--- src/hdl/izn_pkg.sv ---
// ----------------------------------------------------------------------------
// izn_pkg: shared types and constants of the Izhikevich neuron step block
// Holds widths, register codes, reset values, fixed-point step constants and
// the structs passed between the configuration, pipeline and memory parts.
// ----------------------------------------------------------------------------
package izn_pkg;

  // Neuron store geometry
  localparam int NEURONS   = 1024;
  localparam int NEURON_AW = (NEURONS > 1) ? $clog2(NEURONS) : 1;

  // Field widths
  localparam int IDX_W     = 10;
  localparam int DATA_W    = 32;
  localparam int CNT_W     = 8;
  localparam int CFG_IDX_W = 3;

  // Register stages from the memory read to the output register
  localparam int PIPE_DEPTH = 7;

  // Configuration register codes
  localparam logic [CFG_IDX_W-1:0] REG_THRESHOLD  = CFG_IDX_W'(0);
  localparam logic [CFG_IDX_W-1:0] REG_REST       = CFG_IDX_W'(1);
  localparam logic [CFG_IDX_W-1:0] REG_VRESET     = CFG_IDX_W'(2);
  localparam logic [CFG_IDX_W-1:0] REG_PEAK       = CFG_IDX_W'(3);
  localparam logic [CFG_IDX_W-1:0] REG_JUMP       = CFG_IDX_W'(4);
  localparam logic [CFG_IDX_W-1:0] REG_REFRACTORY = CFG_IDX_W'(5);

  // Register reset values, Q16.16 millivolts
  localparam logic [DATA_W-1:0] THRESHOLD_RST  = -32'sd3604480;  // -55 mV
  localparam logic [DATA_W-1:0] REST_RST       = -32'sd4718592;  // -72 mV
  localparam logic [DATA_W-1:0] VRESET_RST     = -32'sd5242880;  // -80 mV
  localparam logic [DATA_W-1:0] PEAK_RST       = 32'sd2293760;   //  35 mV
  localparam logic [DATA_W-1:0] JUMP_RST       = 32'sd393216;    //   6
  localparam logic [CNT_W-1:0]  REFRACTORY_RST = 8'd120;

  // Potential of every neuron after reset (-72 mV)
  localparam logic [DATA_W-1:0] V_INIT = -32'sd4718592;

  // Euler step coefficients scaled by 2^32 (dt = 0.025 ms)
  localparam int K1_W = 20;
  localparam int K2_W = 21;
  localparam int K3_W = 19;
  localparam int K4_W = 22;
  localparam logic [K1_W-1:0] K1 = 20'd751619;   // dt*k/C
  localparam logic [K2_W-1:0] K2 = 21'd1073742;  // dt/C
  localparam logic [K3_W-1:0] K3 = 19'd429497;   // dt*a*b
  localparam logic [K4_W-1:0] K4 = 22'd2147484;  // dt*a

  typedef struct packed {
    logic [DATA_W-1:0] thr;
    logic [DATA_W-1:0] rest;
    logic [DATA_W-1:0] vreset;
    logic [DATA_W-1:0] peak;
    logic [DATA_W-1:0] jump;
    logic [CNT_W-1:0]  refr;
  } cfg_t;

  // One neuron's stored state
  typedef struct packed {
    logic [DATA_W-1:0] v;
    logic [DATA_W-1:0] u;
    logic [CNT_W-1:0]  cnt;
  } nrn_state_t;

  typedef struct packed {
    logic                 en;
    logic [NEURON_AW-1:0] addr;
  } ram_rd_t;

  typedef struct packed {
    logic                 en;
    logic [NEURON_AW-1:0] addr;
    nrn_state_t           data;
  } ram_wr_t;

endpackage

--- src/hdl/izn_cfg.sv ---
// ----------------------------------------------------------------------------
// izn_cfg: configuration registers of the neuron step block
// Decodes the write port into the six model registers.
// ----------------------------------------------------------------------------
module izn_cfg (
  input  logic                           clk_i,
  input  logic                           rst_ni,
  input  logic                           cfg_we_i,
  input  logic [izn_pkg::CFG_IDX_W-1:0]  cfg_idx_i,
  input  logic [izn_pkg::DATA_W-1:0]     cfg_wdata_i,
  output izn_pkg::cfg_t                  cfg_o
);

  izn_pkg::cfg_t cfg_q;

  // Load the addressed register, drop writes to unused codes
  always_ff @(posedge clk_i or negedge rst_ni) begin
    if (!rst_ni) begin
      cfg_q.thr    <= izn_pkg::THRESHOLD_RST;
      cfg_q.rest   <= izn_pkg::REST_RST;
      cfg_q.vreset <= izn_pkg::VRESET_RST;
      cfg_q.peak   <= izn_pkg::PEAK_RST;
      cfg_q.jump   <= izn_pkg::JUMP_RST;
      cfg_q.refr   <= izn_pkg::REFRACTORY_RST;
    end else if (cfg_we_i) begin
      unique case (cfg_idx_i)
        izn_pkg::REG_THRESHOLD:  cfg_q.thr    <= cfg_wdata_i;
        izn_pkg::REG_REST:       cfg_q.rest   <= cfg_wdata_i;
        izn_pkg::REG_VRESET:     cfg_q.vreset <= cfg_wdata_i;
        izn_pkg::REG_PEAK:       cfg_q.peak   <= cfg_wdata_i;
        izn_pkg::REG_JUMP:       cfg_q.jump   <= cfg_wdata_i;
        izn_pkg::REG_REFRACTORY: cfg_q.refr   <= cfg_wdata_i[izn_pkg::CNT_W-1:0];
        default: begin
        end
      endcase
    end
  end

  assign cfg_o = cfg_q;

endmodule

--- config.mk ---
export PLATFORM = sky130hd
export DESIGN_NAME = izn_cfg
export DESIGN_NICKNAME = d
export VERILOG_FILES = /design/src/hdl/izn_pkg.sv /design/src/hdl/izn_cfg.sv
export SDC_FILE = /design/constraint.sdc
export NUM_CORES = 1
export LEC_CHECK = 0
export BUFFER_PORTS_ARGS = -buffer_cell sky130_fd_sc_hd__buf_4
export CORE_ASPECT_RATIO = 2
export CORE_MARGIN = 3
export CORE_UTILIZATION = 42
export CTS_CLUSTER_SIZE = 28
export DETAILED_ROUTE_END_ITERATION = 7
export PLACE_DENSITY_LB_ADDON = 0.12
export SLEW_MARGIN = 15
export SYNTH_ARGS = -nofsm -noshare
export SYNTH_HDL_FRONTEND = slang
export SYNTH_SLANG_ARGS = --single-unit
--- constraint.sdc ---
create_clock -name clk_i -period 0.95 [get_ports clk_i]
set_input_delay 0.1425 -clock clk_i [delete_from_list [all_inputs] [get_ports clk_i]]
set_output_delay 0.1425 -clock clk_i [all_outputs]
set_load 0.01 [all_outputs]
==> results by group, run 1 <==
Min path
  • Hold_sp: cfg_wdata_i[24]
  • Hold EP: cfg_o[128]
  • Hold Path Class: input port to flip-flop
  • Hold depth: 2

Floorplanning
  • Cell row count: 63
  • Die H: 181.6 microns
  • Die area: 17030 sq um
  • # IOs: 206
  • Die width: 93.79 microns
  • Starting Density: 43.22%
  • CORE AREA: 14980 sq um

Synth
  • Largest cells by area after synthesis: dfrtp_1 (48%), mux2_2 (19%), dfstp_2 (18%)
  • Prevailing post-synth register cell: dfrtp_1
  • Syn_nets: 399
  • Count leader, synth: dfrtp_1
  • Mapped Avg Cell Area: 17.93 sq um
  • Register area share after synthesis: 65.79%
  • Share of Yosys cell area claimed by the top area cell type: 47.93%
  • Synth async-reset ratio: 100.0%
  • Gate Count Post-Synth: 361
  • FF+latch count, synth: 168
  • Synth warn: 0
  • Post-synth EDFFs: 0
  • Cell variety after synth: 10
  • Synth Cell Area: 6474 sq um
  • Area leader, netlist: dfrtp_1
  • Most frequent cells after synthesis: dfrtp_1 (124), mux2_2 (112), dfstp_2 (44)

Global route
  • Global Route Usage Sum: 23.11%
  • Vias in the first global route: 5003
  • Initial antenna violation count: 0
  • First-pass GRT wire length: 29500 microns
  • Largest net degree at the start of global routing: 32
  • GRT overflow: 0

Worst setup path
  • End of the worst register-to-register path: cfg_o[157]
  • CP peak stage delay: 560 ps
  • Critical Path Fanout Max: 2
  • Crit start category: flip-flop
  • Worst path top cell family by delay: flip-flops
  • Worst Path Buf+Inv: 1
  • CP endpoint kind: output pin
  • Critical-path cell list: buf_6
  • Launch point of the worst reg-to-reg path: cfg_o[157]
  • R2R Setup Slk: -80 ps
  • FF-to-FF path depth: 3
  • Worst Path Class, Setup: flip-flop to output pin
  • CP required: 810 ps
  • Worst path depth: 1
  • Critical path arrival: 1080 ps
  • Worst path slowest cell: dfstp_2

Detailed routing
  • Post-route ant nets: 0
  • WL final: 19610 microns
  • Vias: 4501
  • First-pass DRT Iterations: 4
  • Drt wl/cell: 21.19 microns
  • DR vias/cell: 4.866
  • Initial drt markers: 102
  • Remaining DRCs: 0

Clock tree
  • H-tree levels: 4
  • CTS Buf Count: 17
  • Longest Clk Path Bufs: 2
  • Num Clock Sinks: 168
  • CTS tree: yes
  • Clock latency on the worst-skew pair: 420 ps
  • Clock root buffer: clkbuf_16
  • Clk slew on worst S/H paths: 60 ps

Place
  • # port buffers: 205
  • Gp weighted congestion: 0.7564
  • Detailed placement HPWL: 11600 microns

Cells and area
  • Total Nets Final: 755
  • Post-layout util: 76.62%
  • FF+latch area: 4259 sq um
  • # diodes: 0
  • Area Overhead vs Synth: 77.27%
  • Largest register FFs: 168
  • Area of the multi-input gates: 2549 sq um
  • Share of cells above drive strength 1: 78.49%
  • Fillers: 893

Power and ir drop
  • Psw: 6.974 mW
  • Power Dens Cells: 2294 nW/um^2
  • Sw Share: 26.49%
  • P_int: 19.36 mW
  • P_leak: 5.494 nW
  • Sequential power share: 39.2%
  • Logic pwr share: 33.7%
  • Share of total power in the clock network: 27.0%
  • VDD IR max: 0.001554 V
  • Power Total: 26.33 mW

STA
  • F_max: 820.2 MHz
  • RSZ-0062 raised after global routing: true
  • Final worst clock skew: 0 ps
  • Final Cycle Share: 128.3%
  • # setup viols final: 203
  • Min Hold Slack: 20.57 ps
  • Hold Vio Cnt, Final: 0
  • Fin worst setup slack: -269.2 ps
  • Relative slew slack: 80.28%
  • Final Max Tran Viols: 0
  • Worst-Margin Slew: 295.9 ps
  • Crit path time final: 1219 ps

Run status
  • Outcome: complete, but fails checks
  • Failing checks: negative setup slack

Job
  • Max-cap violations: 0
per-layer routing:
metal	vias up	GRT usage, %	routed length, microns
li1	1995	-	-
met1	2325	27.26	7366
met2	152	40.33	10730
met3	29	5.597	953
met4	0	8.275	550
met5	-	0	0
metrics by stage:
| step | setup slack [ps] | instances | area, sq um | TNS (ps) |
|---|---|---|---|---|
| after floorplan | -341.2 | 361 | 6952 | -40710 |
| after CTS | -297.7 | 890 | 11080 | -30630 |
| final | -269.2 | 925 | 11480 | -28450 |
| after global routing | -304.0 | 925 | 11480 | -35510 |
| after detailed placement | -533.2 | 763 | 8848 | -71520 |
| after global placement | -504.6 | 763 | 8848 | -67580 |
cells by family (layout without fill, tap and decap cells):
group	count (synthesis)	in the layout	synth area share (%)
AND/OR/NAND/NOR	6	6	1.102
flip-flops	168	168	65.79
multiplexers	168	168	30.38
buffers and inverters	19	388	2.725
final cells by class:
class	count	area share, %
repair buffers	356	33.29
flip-flops and latches	168	37.11
multi-input cells	174	22.21
clock buffers	20	3.805
clock inverters	12	1.461
well taps	195	2.126
cells in the final DEF (no fill, tap or decap), drive strengths merged:
cell / synthesis / final
buf: 19 / 326
bufinv: 0 / 3
clkbuf: 0 / 22
clkinv: 0 / 1
clkinvlp: 0 / 3
dfrtp: 124 / 124
dfstp: 44 / 44
dlygate4sd3: 0 / 28
inv: 0 / 5
mux2: 168 / 168
nand4b: 2 / 2
nor4b: 1 / 1
nor4bb: 3 / 3
what timing repair did:
item                                   CTS  global route
cloned                                   7             2
pin swaps                                3             3
hold buffers                            28             0
buffers inserted                        60            34
endpoints found under the hold margin  234             0
gates resized for setup                187            24
setup endpoints to repair              259           206
power groups by stage:
stage	Sequential, mW	Clock (mW)	Combinational (mW)
after detailed placement	10.1	0	6.41
after global placement	10.1	0	6.31
final	10.3	7.12	8.88
after CTS	10.3	7.24	8.34
after global routing	10.5	7.54	9.41
after floorplan	10.7	0	2.26
how the worst max path moves through the flow:
stage            startpoint          to  slack, ps
2_1_floorplan  cfg_idx_i[0]  cfg_o[136]       -340
3_3_place_gp   cfg_idx_i[2]   cfg_o[77]       -500
3_5_place_dp   cfg_idx_i[1]  cfg_o[106]       -530
4_1_cts          cfg_o[163]  cfg_o[163]       -300
5_1_grt          cfg_o[166]  cfg_o[166]       -300
6_report         cfg_o[163]  cfg_o[163]       -270
Power figures use the tool's default switching activity.
==> run 2, diff against run 1 <==
ABC_AREA = 1   (was not set)
==> run 2 against run 1 <==
The flow still finishes with violations (negative setup slack); clock power decreased by 2%; via count increased by 43%; power decreased by 10%; non-clock buffer count decreased by 17; count of clock-buffer cells in the layout decreased by 3; setup slack got worse by 26 ps; first-iteration DRC count increased to 2.5 times the previous value; final cell count increased by 37%; hold slack improved by 5.1 ps; largest cell class unchanged; largest power group unchanged.
==> results by group, run 2 <==
Cells and area
  • Commonest cells after routing, fill and taps aside: nand2_1 (386), buf_6 (169), nand3_1 (128), buf_4 (128), dfrtp_1 (124)
  • Largest register FFs: 168
  • Area of the multi-input gates: 2145 sq um
  • Share of cells above drive strength 1: 36.62%
  • FF+latch area: 4259 sq um
  • Commonest non-fill, non-tap cell in the layout: nand2_1
  • # diodes: 0
  • Area Overhead vs Synth: 61.04%
  • Final Cell Area: 10660 sq um
  • Total Nets Final: 1090
  • Fillers: 1217
  • Fin cells: 1263

Min path
  • Hold_sp: cfg_wdata_i[1]
  • Hold depth: 3
  • Hold EP: cfg_o[41]
  • Hold Path Class: input port to flip-flop

Job
  • Max-cap violations: 0

Worst setup path
  • Worst path top cell family by delay: flip-flops
  • Worst Path Class, Setup: flip-flop to output pin
  • Worst path slowest cell: dfstp_2
  • Crit start category: flip-flop
  • Critical Path Fanout Max: 2
  • CP peak stage delay: 560 ps
  • Critical path arrival: 1100 ps
  • Launch point of the worst reg-to-reg path: cfg_o[128]
  • R2R Setup Slk: 40 ps
  • Worst Path Buf+Inv: 1
  • CP endpoint kind: output pin
  • End of the worst register-to-register path: cfg_o[128]
  • Critical-path cell list: buf_6
  • CP required: 810 ps
  • FF-to-FF path depth: 4

Power and ir drop
  • Power Dens Cells: 2217 nW/um^2
  • Logic pwr share: 28.8%
  • Sequential power share: 41.8%
  • Share of total power in the clock network: 29.4%
  • P_int: 16.63 mW
  • Psw: 6.998 mW
  • P_leak: 5.662 nW
  • VDD IR max: 0.001664 V
  • Power Total: 23.63 mW
  • Sw Share: 29.62%

Place
  • Place WS: -151.5 ps
  • Detailed placement HPWL: 15150 microns
  • Placed cell count: 1126
  • Placement Cell Area: 8572 sq um
  • # port buffers: 205
  • Gp weighted congestion: 0.8934

Detailed routing
  • First-pass DRT Iterations: 5
  • Drt wl/cell: 18.01 microns
  • WL final: 22750 microns
  • Vias: 6433
  • Initial drt markers: 258
  • Remaining DRCs: 0
  • DR vias/cell: 5.093
  • Post-route ant nets: 0

Floorplanning
  • CORE AREA: 15370 sq um
  • Die area: 17390 sq um
  • Die width: 94.77 microns
  • Die H: 183.5 microns
  • Starting Density: 43.05%
  • # IOs: 206
  • Cell row count: 64

Synth
  • Post-synth EDFFs: 0
  • Prevailing post-synth register cell: dfrtp_1
  • Gate Count Post-Synth: 738
  • Share of Yosys cell area claimed by the top area cell type: 46.88%
  • Area leader, netlist: dfrtp_1
  • Synth async-reset ratio: 100.0%
  • Syn_nets: 776
  • Synth warn: 0
  • FF+latch count, synth: 168
  • Most frequent cells after synthesis: nand2_1 (386), nand3_1 (128), dfrtp_1 (124)
  • Count leader, synth: nand2_1
  • Cell variety after synth: 13
  • Largest cells by area after synthesis: dfrtp_1 (47%), nand2_1 (22%), dfstp_2 (17%)
  • Mapped Avg Cell Area: 8.969 sq um
  • Register area share after synthesis: 64.35%
  • Synth Cell Area: 6619 sq um

Run status
  • Outcome: complete, but fails checks
  • Failing checks: negative setup slack

STA
  • Final Max Tran Viols: 0
  • Hold Vio Cnt, Final: 0
  • Min Hold Slack: 25.69 ps
  • RSZ-0062 raised after global routing: true
  • Crit path time final: 1245 ps
  • Worst-Margin Slew: 265.8 ps
  • Relative slew slack: 82.28%
  • # setup viols final: 168
  • Fin worst setup slack: -294.7 ps
  • Final Cycle Share: 131.0%
  • Final worst clock skew: 0 ps
  • F_max: 803.4 MHz

Global route
  • Vias in the first global route: 6559
  • Largest net degree at the start of global routing: 55
  • Global Route Usage Sum: 27.02%
  • Initial antenna violation count: 0
  • First-pass GRT wire length: 35330 microns
  • GRT overflow: 0

Clock tree
  • Clk slew on worst S/H paths: 70 ps
  • H-tree levels: 4
  • Clock latency on the worst-skew pair: 430 ps
  • CTS Buf Count: 17
  • Longest Clk Path Bufs: 2
  • Num Clock Sinks: 168
  • Clock root buffer: clkbuf_16
  • CTS tree: yes
run 2: cell count changes after synthesis, moves of 4 or more:
cell and change:
nand2_1 +386, mux2_2 -112, inv_1 +4, buf_2 +20
mux2_4 -20, buf_4 +4, buf_6 -13, nand3_1 +128
clkbuf_1 +14, mux2_1 -36
run 2: area by class of cell:
| class | instances | share of cell area [%] |
|---|---|---|
| multi-input combinational | 520 | 20.12 |
| timing repair buffer | 339 | 31.85 |
| sequential | 168 | 39.96 |
| clock inverter | 15 | 1.549 |
| clock buffer | 17 | 3.991 |
| inverter | 6 | 0.2113 |
| tap | 198 | 2.324 |
run 2: per-stage QoR:
step / setup TNS (ps) / utilization, %
2_1_floorplan: 0 / -
3_3_place_gp: -12330 / 55.75
3_5_place_dp: -16310 / 55.75
4_1_cts: -32740 / 67.96
5_1_grt: -35110 / 69.33
6_report: -29670 / 69.33
run 2: timing repair:
action / CTS / global route
setup buffers: 46 / 28
pin swaps: 0 / 0
hold endpoints to repair: 229 / 0
resized for setup: 168 / 0
endpoints found under the setup margin: 168 / 168
hold buffers: 31 / 0
run 2: worst max-delay path by stage:
stage | startpoint | end | slack [ps] | depth (start not counted)
2_1_floorplan | cfg_we_i | cfg_o[41] | 60 | 6
3_3_place_gp | cfg_idx_i[2] | cfg_o[98] | -110 | 5
3_5_place_dp | cfg_idx_i[2] | cfg_o[140] | -150 | 5
4_1_cts | cfg_o[57] | cfg_o[57] | -320 | 1
5_1_grt | cfg_o[129] | cfg_o[129] | -320 | 1
6_report | cfg_o[57] | cfg_o[57] | -290 | 1
run 2: power by group through the flow:
stage	combinational [mW]	sequential, mW	clock [mW]
finish	6.79	9.88	6.96
global route	7.35	10.0	7.39
CTS	6.51	9.85	7.10
detailed placement	5.06	9.72	0
global placement	4.95	9.69	0
floorplan	1.27	10.2	0
run 2: kinds of logic after synthesis:
family / count (synthesis) / share of synthesized area, %
AND/OR/NAND/NOR: 520 / 32.10
buffers and inverters: 50 / 3.554
flip-flops: 168 / 64.35
run 2: layer usage:
| layer | up-vias | part of all wire, % | global-route usage [%] |
|---|---|---|---|
| li1 | 2959 | - | - |
| met1 | 3154 | 35 | 29.44 |
| met2 | 254 | 54 | 47.12 |
| met3 | 66 | 6.0 | 6.555 |
| met4 | 0 | 5.1 | 14.92 |
| met5 | - | 0 | 0 |
