### src/hdl/izn_ram.sv
// ----------------------------------------------------------------------------
// izn_ram: generic single-write, single-read memory
// One write port and one read port with registered read data.
// ----------------------------------------------------------------------------
module izn_ram #(
  parameter int  WIDTH = 8,
  parameter int  DEPTH = 16,
  localparam int AW    = (DEPTH > 1) ? $clog2(DEPTH) : 1
) (
  input  logic             clk_i,
  input  logic             wr_en_i,
  input  logic [AW-1:0]    wr_addr_i,
  input  logic [WIDTH-1:0] wr_data_i,
  input  logic             rd_en_i,
  input  logic [AW-1:0]    rd_addr_i,
  output logic [WIDTH-1:0] rd_data_o
);

  logic [WIDTH-1:0] mem_q [DEPTH];
  logic [WIDTH-1:0] rd_data_q;

  // Write and registered read
  always_ff @(posedge clk_i) begin
    if (wr_en_i) begin
      mem_q[wr_addr_i] <= wr_data_i;
    end
    if (rd_en_i) begin
      rd_data_q <= mem_q[rd_addr_i];
    end
  end

  assign rd_data_o = rd_data_q;

endmodule

### config.mk
export PLATFORM = sky130hd
export DESIGN_NAME = izn_ram
export DESIGN_NICKNAME = d
export VERILOG_FILES = /design/src/hdl/izn_ram.sv
export SDC_FILE = /design/constraint.sdc
export NUM_CORES = 1
export LEC_CHECK = 0
export ABC_AREA = 1
export ABC_CLOCK_PERIOD_IN_PS = 1150
export BUFFER_PORTS_ARGS = -buffer_cell sky130_fd_sc_hd__buf_2
export CAP_MARGIN = 0
export CORE_UTILIZATION = 30
export CTS_BUF_LIST = sky130_fd_sc_hd__clkbuf_16
export CTS_CLUSTER_DIAMETER = 120
export DETAILED_ROUTE_END_ITERATION = 7
export GPL_TIMING_DRIVEN = 0
export PLACE_DENSITY = 0.53
export SETUP_SLACK_MARGIN = 0.5
export SLEW_MARGIN = 20
export SYNTH_ARGS = -nofsm -noshare
export SYNTH_HDL_FRONTEND = slang
export SYNTH_SLANG_ARGS = --single-unit
### constraint.sdc
create_clock -name clk_i -period 1.15 [get_ports clk_i]
set_clock_uncertainty 0.1 [all_clocks]
set_input_delay 0.115 -clock clk_i [delete_from_list [all_inputs] [get_ports clk_i]]
set_output_delay 0.115 -clock clk_i [all_outputs]
set_load 0.05 [all_outputs]
==> impl_results.html, run 1 <==
<table>
<tr><th>Metric</th><th>Value</th></tr>
<tr><th colspan="2">Timing</th></tr>
<tr><td>Highest attainable clock frequency</td><td>819.0 MHz</td></tr>
<tr><td>Crit path setup slack, layout</td><td>-71.06 ps</td></tr>
<tr><td>Worst max-slew margin expressed relative to the limit</td><td>61.57%</td></tr>
<tr><td>Endpoints failing hold</td><td>8</td></tr>
<tr><td>Final Max Tran Viols</td><td>0</td></tr>
<tr><td>Min Tclk post-route</td><td>1221 ps</td></tr>
<tr><td>Hold slack final</td><td>-63.18 ps</td></tr>
<tr><td>Slew @ Worst Pin</td><td>576.5 ps</td></tr>
<tr><td>Final number of setup-violating endpoints</td><td>16</td></tr>
<tr><td>Fin crit share</td><td>106.2%</td></tr>
<tr><td>Setup repair after global routing missed its margin</td><td>true</td></tr>
<tr><th colspan="2">Critical path</th></tr>
<tr><td>CP max stage delay</td><td>380 ps</td></tr>
<tr><td>Critical Path, Cell by Cell</td><td>nand2_1 -&gt; nand2_2 -&gt; nand2_1 -&gt; nand3_1 -&gt; nand3_2 -&gt; nand2_2</td></tr>
<tr><td>Minimum setup slack among reg-to-reg paths</td><td>-70 ps</td></tr>
<tr><td>Category of cells accounting for the largest share of critical-path delay</td><td>simple AND/OR/NAND/NOR gates</td></tr>
<tr><td>Critical path fanouts, max</td><td>1</td></tr>
<tr><td>Cell at the slowest stage of the critical path</td><td>edfxtp_1</td></tr>
<tr><td>Setup crit start kind</td><td>register</td></tr>
<tr><td>Worst R2R End</td><td>rd_data_o[3]</td></tr>
<tr><td>Type of destination of the critical path</td><td>register</td></tr>
<tr><td>Launch instance of the worst register-to-register path</td><td>mem_q[11][3]</td></tr>
<tr><td>Worst Path Required</td><td>1230 ps</td></tr>
<tr><td>Critical path data arrival time</td><td>1300 ps</td></tr>
<tr><td>Depth of the most critical reg-to-reg path</td><td>6</td></tr>
<tr><td>Worst Path Class, Setup</td><td>register to register</td></tr>
<tr><td>Count of buffering cells on the critical path with inverters included</td><td>0</td></tr>
<tr><th colspan="2">Layout</th></tr>
<tr><td>Count of nets after finishing</td><td>641</td></tr>
<tr><td>Synthesis-to-layout area growth</td><td>36.81%</td></tr>
<tr><td>Layout cell share with drive strength beyond 1</td><td>32.44%</td></tr>
<tr><td>Count of antenna diodes in the layout</td><td>0</td></tr>
<tr><td>Fill cell total of the finished layout</td><td>1817</td></tr>
<tr><td>Cell area after layout</td><td>about 8000 sq um</td></tr>
<tr><td>Cell Count, Final, Fillers Out</td><td>895</td></tr>
<tr><th colspan="2">Drt</th></tr>
<tr><td>Number of DRC markers after the initial detailed-route iteration</td><td>409</td></tr>
<tr><td>Count of TritonRoute iterations in the first routing pass</td><td>5</td></tr>
<tr><td>Per-cell routed wire length</td><td>between 15 and 20 um</td></tr>
<tr><td>DRT antenna net count</td><td>0</td></tr>
<tr><td>DR DRC count</td><td>0</td></tr>
<tr><td>Sum of routed wire length over all layers</td><td>15430 um</td></tr>
<tr><td>Via count of the routed design</td><td>4070</td></tr>
<tr><td>Vias per cell</td><td>4.547</td></tr>
<tr><th colspan="2">Synth</th></tr>
<tr><td>Synth area leaders</td><td>edfxtp_1 70%, nand2_1 11%, nand3_1 8.3%</td></tr>
<tr><td>Post-synth net total</td><td>between 500 and 600</td></tr>
<tr><td>Cell type contributing the most total cell area after synthesis</td><td>edfxtp_1</td></tr>
<tr><td>Most instantiated flip-flop cell in the synthesis netlist</td><td>edfxtp_1</td></tr>
<tr><td>Ranking of synthesized cells by instance count</td><td>173 x nand2_1, 136 x edfxtp_1, 100 x inv_1</td></tr>
<tr><td>Post-synthesis instance area</td><td>5847 sq um</td></tr>
<tr><td>EDFF count, synth</td><td>~140</td></tr>
<tr><td>Synthesized netlist cell count</td><td>551</td></tr>
<tr><td>Synth Area per Inst</td><td>10.61 sq um</td></tr>
<tr><td>Synth cell types</td><td>11</td></tr>
<tr><td>Count of warnings emitted by yosys</td><td>0</td></tr>
<tr><td>Number of register bits inferred by synthesis</td><td>136</td></tr>
<tr><td>Portion of synthesized cell area occupied by the leading cell type</td><td>69.85%</td></tr>
<tr><td>Part of the Yosys area used for sequential elements</td><td>a little over two thirds</td></tr>
<tr><td>Async set-or-reset flop fraction in the synthesized netlist</td><td>0%</td></tr>
<tr><td>Dominant cell by count in the synthesized netlist</td><td>nand2_1</td></tr>
<tr><th colspan="2">CTS</th></tr>
<tr><td>Clock tree from TritonCTS</td><td>built</td></tr>
<tr><td>CTS max path bufs</td><td>2</td></tr>
<tr><td>Number of CTS-inserted buffers</td><td>17</td></tr>
<tr><td>Clock-pin slew on the worst setup and hold paths</td><td>60 ps</td></tr>
<tr><td>Insertion delay to the later sink of the worst-skew pair</td><td>430 ps</td></tr>
<tr><td>CTS sink count</td><td>136</td></tr>
<tr><td>CTS root buf</td><td>clkbuf_16</td></tr>
<tr><td>H-tree depth</td><td>4</td></tr>
<tr><th colspan="2">Placed design</th></tr>
<tr><td>Post-Place Cells</td><td>834</td></tr>
<tr><td>Port Buffers</td><td>23</td></tr>
<tr><td>Weighted congestion reported at the end of routability-driven placement</td><td>0.8588</td></tr>
<tr><td>DP Area</td><td>approximately 6500 sq um</td></tr>
<tr><td>HPWL after detailed placement</td><td>~10000 um</td></tr>
<tr><th colspan="2">Job</th></tr>
<tr><td>Number of max-capacitance violations reported</td><td>0</td></tr>
<tr><th colspan="2">Floorplan</th></tr>
<tr><td>Die W</td><td>141.6 um</td></tr>
<tr><td>Count of standard-cell rows</td><td>50</td></tr>
<tr><td>Initial Utilization</td><td>30.95%</td></tr>
<tr><td>Top Ports</td><td>27</td></tr>
<tr><td>Chip Height</td><td>141.6 um</td></tr>
<tr><td>Die Footprint</td><td>20050 sq um</td></tr>
<tr><td>Std-Cell Core Area</td><td>18890 sq um</td></tr>
<tr><th colspan="2">Power and ir drop</th></tr>
<tr><td>Leakage power total</td><td>3.295 nW</td></tr>
<tr><td>Sum of internal, switching and leakage power</td><td>12.27 mW</td></tr>
<tr><td>Worst voltage drop across the vdd grid</td><td>0.9528 mV</td></tr>
<tr><td>Total power per unit cell area</td><td>1534 nW/um^2</td></tr>
<tr><th colspan="2">Global route</th></tr>
<tr><td>Initial antenna violation count</td><td>0</td></tr>
<tr><td>Global routing usage summed across all routing layers</td><td>16.70%</td></tr>
<tr><td>Overflow left after global routing</td><td>0</td></tr>
<tr><td>Largest net degree at the start of global routing</td><td>17</td></tr>
<tr><td>Wire length of the first global-routing pass</td><td>23940 um</td></tr>
<tr><td>Via count of the first global-routing pass</td><td>4027</td></tr>
<tr><th colspan="2">Hold path</th></tr>
<tr><td>Worst hold path type</td><td>input pin to register</td></tr>
<tr><td>Hold Crit Start</td><td>rd_en_i</td></tr>
<tr><td>Terminating pin of the worst hold path</td><td>rd_data_o[5]</td></tr>
<tr><td>Hold Path Stages</td><td>1</td></tr>
<tr><th colspan="2">Status</th></tr>
<tr><td>Failing checks</td><td>hold timing, setup timing</td></tr>
<tr><td>Outcome</td><td>complete, but fails checks</td></tr>
</table>
-- kinds of logic (layout without fill, tap and decap cells) --
| group | Yosys count | after routing | share of synthesized area [%] |
|---|---|---|---|
| AND/OR/NAND/NOR | 289 | 289 | 20.76 |
| flip-flops | 136 | 136 | 69.85 |
| buffers and inverters | 126 | 210 | 9.394 |
-- stage by stage --
stage | setup TNS (ps) | util [%] | worst slack (ps) | hold slack [ps]
after detailed placement | -33760 | 34.28 | -454.3 | 373.8
after CTS | -605.3 | 41.66 | -63.83 | -75.79
after floorplan | 0 | - | 61.36 | 113.9
after global routing | -1252 | 42.34 | -100.5 | -65.27
final | -572.2 | 42.34 | -71.06 | -63.18
after global placement | -30210 | 34.28 | -434.4 | 344.0
-- final cells by class --
| type | count | area [sq um] | area share [%] |
|---|---|---|---|
| Buffer | 24 | 217.7 | 2.722 |
| Clock buffer | 17 | 425.4 | 5.318 |
| Clock inverter | 15 | 176.4 | 2.206 |
| Inverter | 102 | 392.9 | 4.912 |
| Multi-Input combinational cell | 289 | 1732 | 21.65 |
| Sequential cell | 136 | 4084 | 51.06 |
| Tap cell | 260 | 325.3 | 4.067 |
| Timing Repair Buffer | 52 | 645.6 | 8.071 |
-- how the worst max path moves through the flow --
stage          cells after the start  slack [ps]          from      endpoint
2_1_floorplan                      2          60  wr_addr_i[2]  mem_q[10][0]
3_3_place_gp                       3        -430  wr_addr_i[3]   mem_q[7][2]
3_5_place_dp                       3        -450  wr_addr_i[3]   mem_q[7][6]
4_1_cts                            1         -60  rd_data_o[0]  rd_data_o[0]
5_1_grt                            6        -100   mem_q[3][5]  rd_data_o[5]
6_report                           6         -70  mem_q[11][3]  rd_data_o[3]
-- what timing repair did --
item                       in CTS  in global routing
hold endpoints to repair        8                  8
resized for setup             101                 25
setup buffers                  27                  2
pin swaps                      48                 23
cloned                          0                  0
setup endpoints to repair     144                144
-- registers in the layout (all words and copies together), names as in the netlist --
register,count
mem_q,128
rd_data_o,8
-- metal layers --
metal | vias up | routed length (um) | GRT usage, %
met1 | 1999 | 6910 | 21.61
met2 | 112 | 7457 | 26.76
li1 | 1934 | - | -
met3 | 25 | 716 | 3.679
met4 | 0 | 348 | 7.640
met5 | - | 0 | 0
-- layout by cell type, fill, tap and decap left out --
| cell | netlist | layout |
|---|---|---|
| bufinv_16 | 0 | 3 |
| nand3_2 | 0 | 54 |
| nand2_8 | 0 | 2 |
| nand2_4 | 0 | 3 |
| buf_2 | 13 | 15 |
| buf_4 | 4 | 9 |
| nor2_4 | 0 | 17 |
| buf_6 | 6 | 33 |
| edfxtp_1 | 136 | 136 |
| nand2_2 | 0 | 16 |
| clkinv_4 | 0 | 1 |
| inv_6 | 0 | 4 |
| nand2_1 | 173 | 152 |
| nand3_4 | 0 | 2 |
| buf_8 | 0 | 3 |
| nand3_1 | 97 | 41 |
| buf_12 | 0 | 15 |
| inv_2 | 2 | 3 |
| clkbuf_16 | 0 | 17 |
| nand3b_1 | 2 | 2 |
| clkinv_2 | 0 | 3 |
| inv_1 | 100 | 97 |
| buf_1 | 1 | 1 |
| clkinvlp_4 | 0 | 6 |
-- where the power goes --
group	internal, mW	switching, mW
registers	5.59	0.0312
clock network	3.40	2.13
logic	0.386	0.732
(Power assumes the default switching activity.)
==> inputs of run 2 (changes only) <==
Settings changed: CELL_PAD_IN_SITES_DETAIL_PLACEMENT set to 0, CELL_PAD_IN_SITES_GLOBAL_PLACEMENT set to 1, PLACE_DENSITY 0.53 to 0.62.
==> impl_results.html, run 2 (synthesis gave the netlist of run 1 again) <==
<table>
<tr><th>Metric</th><th>Value</th></tr>
<tr><th colspan="2">Status</th></tr>
<tr><td>Outcome</td><td>complete, but fails checks</td></tr>
<tr><td>Failing checks</td><td>hold timing, setup timing</td></tr>
<tr><th colspan="2">Drt</th></tr>
<tr><td>Count of TritonRoute iterations in the first routing pass</td><td>5 (unchanged)</td></tr>
<tr><td>DRT antenna net count</td><td>0 (unchanged)</td></tr>
<tr><td>Per-cell routed wire length</td><td>17.65 um (+2.4%)</td></tr>
<tr><td>DR DRC count</td><td>0 (unchanged)</td></tr>
<tr><td>Via count of the routed design</td><td>3951 (-2.9%)</td></tr>
<tr><td>Vias per cell</td><td>4.444 (-2.3%)</td></tr>
<tr><td>Number of DRC markers after the initial detailed-route iteration</td><td>334 (-18%)</td></tr>
<tr><td>Sum of routed wire length over all layers</td><td>15690 um (+1.7%)</td></tr>
<tr><th colspan="2">Power and ir drop</th></tr>
<tr><td>Relative contribution of the clock network to total power</td><td>42.9% (-2.2 points)</td></tr>
<tr><td>Internal Pwr Total</td><td>9.080 mW (-3.1%)</td></tr>
<tr><td>Net switching share of the total power</td><td>23.27% (-0.32 points)</td></tr>
<tr><td>Total power per unit cell area</td><td>1496 nW/um^2 (-2.5%)</td></tr>
<tr><td>Combinational power share</td><td>9.6% (+0.5 points)</td></tr>
<tr><td>Net switching power of the design</td><td>2.754 mW (-4.8%)</td></tr>
<tr><td>Leakage power total</td><td>3.269 nW (-0.77%)</td></tr>
<tr><td>Worst voltage drop across the vdd grid</td><td>0.9363 mV (-1.7%)</td></tr>
<tr><td>Sequential share of power</td><td>47.5% (+1.7 points)</td></tr>
<tr><th colspan="2">Critical path</th></tr>
<tr><td>Depth of the most critical reg-to-reg path</td><td>6 (unchanged)</td></tr>
<tr><td>Critical path data arrival time</td><td>1290 ps (about the same)</td></tr>
<tr><td>Critical path fanouts, max</td><td>1 (unchanged)</td></tr>
<tr><td>Type of destination of the critical path</td><td>register</td></tr>
<tr><td>Worst Path Class, Setup</td><td>register to register</td></tr>
<tr><td>Setup crit start kind</td><td>register</td></tr>
<tr><td>CP max stage delay</td><td>360 ps (-20 ps)</td></tr>
<tr><td>Critical Path, Cell by Cell</td><td>inv_1 -&gt; nand2_1 -&gt; nand3_2 -&gt; nand3_2 -&gt; nand3_2 -&gt; nand2_2</td></tr>
<tr><td>Cell at the slowest stage of the critical path</td><td>edfxtp_1</td></tr>
<tr><td>Worst Path Required</td><td>1220 ps (about the same)</td></tr>
<tr><td>Worst path most repeated cell</td><td>nand3_2</td></tr>
<tr><th colspan="2">Floorplan</th></tr>
<tr><td>Top Ports</td><td>27 (unchanged)</td></tr>
<tr><td>Initial Utilization</td><td>30.95% (unchanged)</td></tr>
<tr><td>Die Footprint</td><td>20050 sq um (unchanged)</td></tr>
<tr><td>Die W</td><td>141.6 um (unchanged)</td></tr>
<tr><td>Chip Height</td><td>141.6 um (unchanged)</td></tr>
<tr><td>Count of standard-cell rows</td><td>50 (unchanged)</td></tr>
<tr><td>Std-Cell Core Area</td><td>18890 sq um (unchanged)</td></tr>
<tr><th colspan="2">Hold path</th></tr>
<tr><td>Hold Path Stages</td><td>1 (unchanged)</td></tr>
<tr><td>Worst hold path type</td><td>input pin to register</td></tr>
<tr><th colspan="2">Timing</th></tr>
<tr><td>Setup repair after global routing missed its margin</td><td>true</td></tr>
<tr><td>Fin crit share</td><td>106.5% (+0.36 points)</td></tr>
<tr><td>Slew @ Worst Pin</td><td>640.1 ps (+63.66 ps)</td></tr>
<tr><td>Final number of setup-violating endpoints</td><td>16 (unchanged)</td></tr>
<tr><td>Endpoints failing hold</td><td>8 (unchanged)</td></tr>
<tr><td>Highest attainable clock frequency</td><td>816.2 MHz (-0.34%)</td></tr>
<tr><td>Hold slack final</td><td>-66.60 ps (-3.417 ps)</td></tr>
<tr><td>Min Tclk post-route</td><td>1225 ps (+4.132 ps)</td></tr>
<tr><td>Final Max Tran Viols</td><td>0 (unchanged)</td></tr>
<tr><td>Crit path setup slack, layout</td><td>-75.19 ps (-4.132 ps)</td></tr>
<tr><td>Worst max-slew margin expressed relative to the limit</td><td>57.32% (-4.2 points)</td></tr>
<tr><th colspan="2">CTS</th></tr>
<tr><td>Clock tree from TritonCTS</td><td>built</td></tr>
<tr><td>CTS sink count</td><td>136 (unchanged)</td></tr>
<tr><td>CTS root buf</td><td>clkbuf_16</td></tr>
<tr><td>CTS max path bufs</td><td>2 (unchanged)</td></tr>
<tr><td>H-tree depth</td><td>4 (unchanged)</td></tr>
<tr><td>Clock-pin slew on the worst setup and hold paths</td><td>60 ps (about the same)</td></tr>
<tr><td>Insertion delay to the later sink of the worst-skew pair</td><td>420 ps (about the same)</td></tr>
<tr><td>Number of CTS-inserted buffers</td><td>17 (unchanged)</td></tr>
<tr><th colspan="2">Global route</th></tr>
<tr><td>Largest net degree at the start of global routing</td><td>17 (unchanged)</td></tr>
<tr><td>Wire length of the first global-routing pass</td><td>23870 um (-0.32%)</td></tr>
<tr><td>Global routing usage summed across all routing layers</td><td>16.80% (+0.10 points)</td></tr>
<tr><td>Via count of the first global-routing pass</td><td>3928 (-2.5%)</td></tr>
<tr><td>Overflow left after global routing</td><td>0 (unchanged)</td></tr>
<tr><td>Initial antenna violation count</td><td>0 (unchanged)</td></tr>
<tr><th colspan="2">Layout</th></tr>
<tr><td>Count of antenna diodes in the layout</td><td>0 (unchanged)</td></tr>
<tr><td>Fill cell total of the finished layout</td><td>1871 (+3.0%)</td></tr>
<tr><td>Most flops, register</td><td>mem_q</td></tr>
<tr><td>Layout cell share with drive strength beyond 1</td><td>31.80% (-0.64 points)</td></tr>
<tr><td>Largest register FFs</td><td>128 (unchanged)</td></tr>
<tr><td>Count of nets after finishing</td><td>635 (-0.94%)</td></tr>
<tr><td>Leading cell types in the layout, fill and taps excluded</td><td>151 x nand2_1, 136 x edfxtp_1, 102 x inv_1</td></tr>
<tr><td>Synthesis-to-layout area growth</td><td>35.31%</td></tr>
<tr><td>Final Core Density</td><td>41.87% (-0.46 points)</td></tr>
<tr><td>Commonest non-fill, non-tap cell in the layout</td><td>nand2_1</td></tr>
<tr><th colspan="2">Placed design</th></tr>
<tr><td>HPWL after detailed placement</td><td>10080 um (+1.4%)</td></tr>
<tr><td>Port Buffers</td><td>23 (unchanged)</td></tr>
<tr><td>Weighted congestion reported at the end of routability-driven placement</td><td>0.8353 (-2.7%)</td></tr>
<tr><td>Setup Slack @ Placement</td><td>-454.2 ps (+0.08600 ps)</td></tr>
<tr><th colspan="2">Job</th></tr>
<tr><td>Number of max-capacitance violations reported</td><td>0 (unchanged)</td></tr>
</table>
-- run 2: cell count changes in the layout (fill, tap and decap cells not counted), moves of 2 or more --
cell / change
inv_1: +5
nand3_2: +8
clkinvlp_4: -3
nand3_1: -7
clkinv_1: +3
buf_6: -4
inv_6: -2
-- run 2: layer usage --
metal  global-route usage [%]  share of wire, %
met3                    3.139               3.1
met1                    22.74                46
met5                        0                 0
met4                    6.225               1.6
met2                    26.83                49
-- run 2: metrics by stage --
stage	setup TNS (ps)	cells	area [sq um]	total power, mW	hold slack, ps
final	-518.1	889	7911	11.83	-66.60
after global routing	-1159	889	7911	12.18	-60.91
after CTS	-523.5	888	7790	11.86	-76.24
after detailed placement	-33400	834	6476	6.596	365.0
after global placement	-32060	834	6476	6.587	343.5
after floorplan	0	551	6036	6.246	113.9
-- run 2: final timing paths --
kind | end | slack, ps | from
max | rd_data_o[1] | -80 | mem_q[10][1]
min | rd_data_o[0] | -70 | rd_en_i
max reg2reg | rd_data_o[1] | -80 | mem_q[10][1]
min reg2reg | rd_data_o[6] | 700 | mem_q[14][6]
-- run 2: final cells by class --
class,instances,area [sq um],area share (%)
repair buffers,46,573.1,7.243
plain buffers,24,217.7,2.752
clock inverters,15,122.6,1.550
inverters,102,392.9,4.966
multi-input cells,289,1770,22.38
well taps,260,325.3,4.112
flip-flops and latches,136,4084,51.62
clock buffers,17,425.4,5.377
-- run 2: power groups by stage --
stage,Sequential (mW),Clock [mW],Combinational [mW]
3_3_place_gp,5.71,0,0.877
4_1_cts,5.62,5.15,1.09
5_1_grt,5.63,5.34,1.21
2_1_floorplan,5.80,0,0.449
3_5_place_dp,5.71,0,0.883
6_report,5.62,5.08,1.14
-- run 2: worst max-delay path: cells and delay by family, from the launching register on --
| family | cells | cell delay, ps |
|---|---|---|
| flip-flops | 1 | 360 |
| buffers and inverters | 1 | 60 |
| AND/OR/NAND/NOR | 5 | 450 |
-- run 2: what timing repair did --
action                                  4_1_cts  5_1_grt
resized for setup                           104       26
buffers inserted                             22        1
endpoints found under the hold margin         8        8
endpoints found under the setup margin      144      144
pin swaps                                    48       23
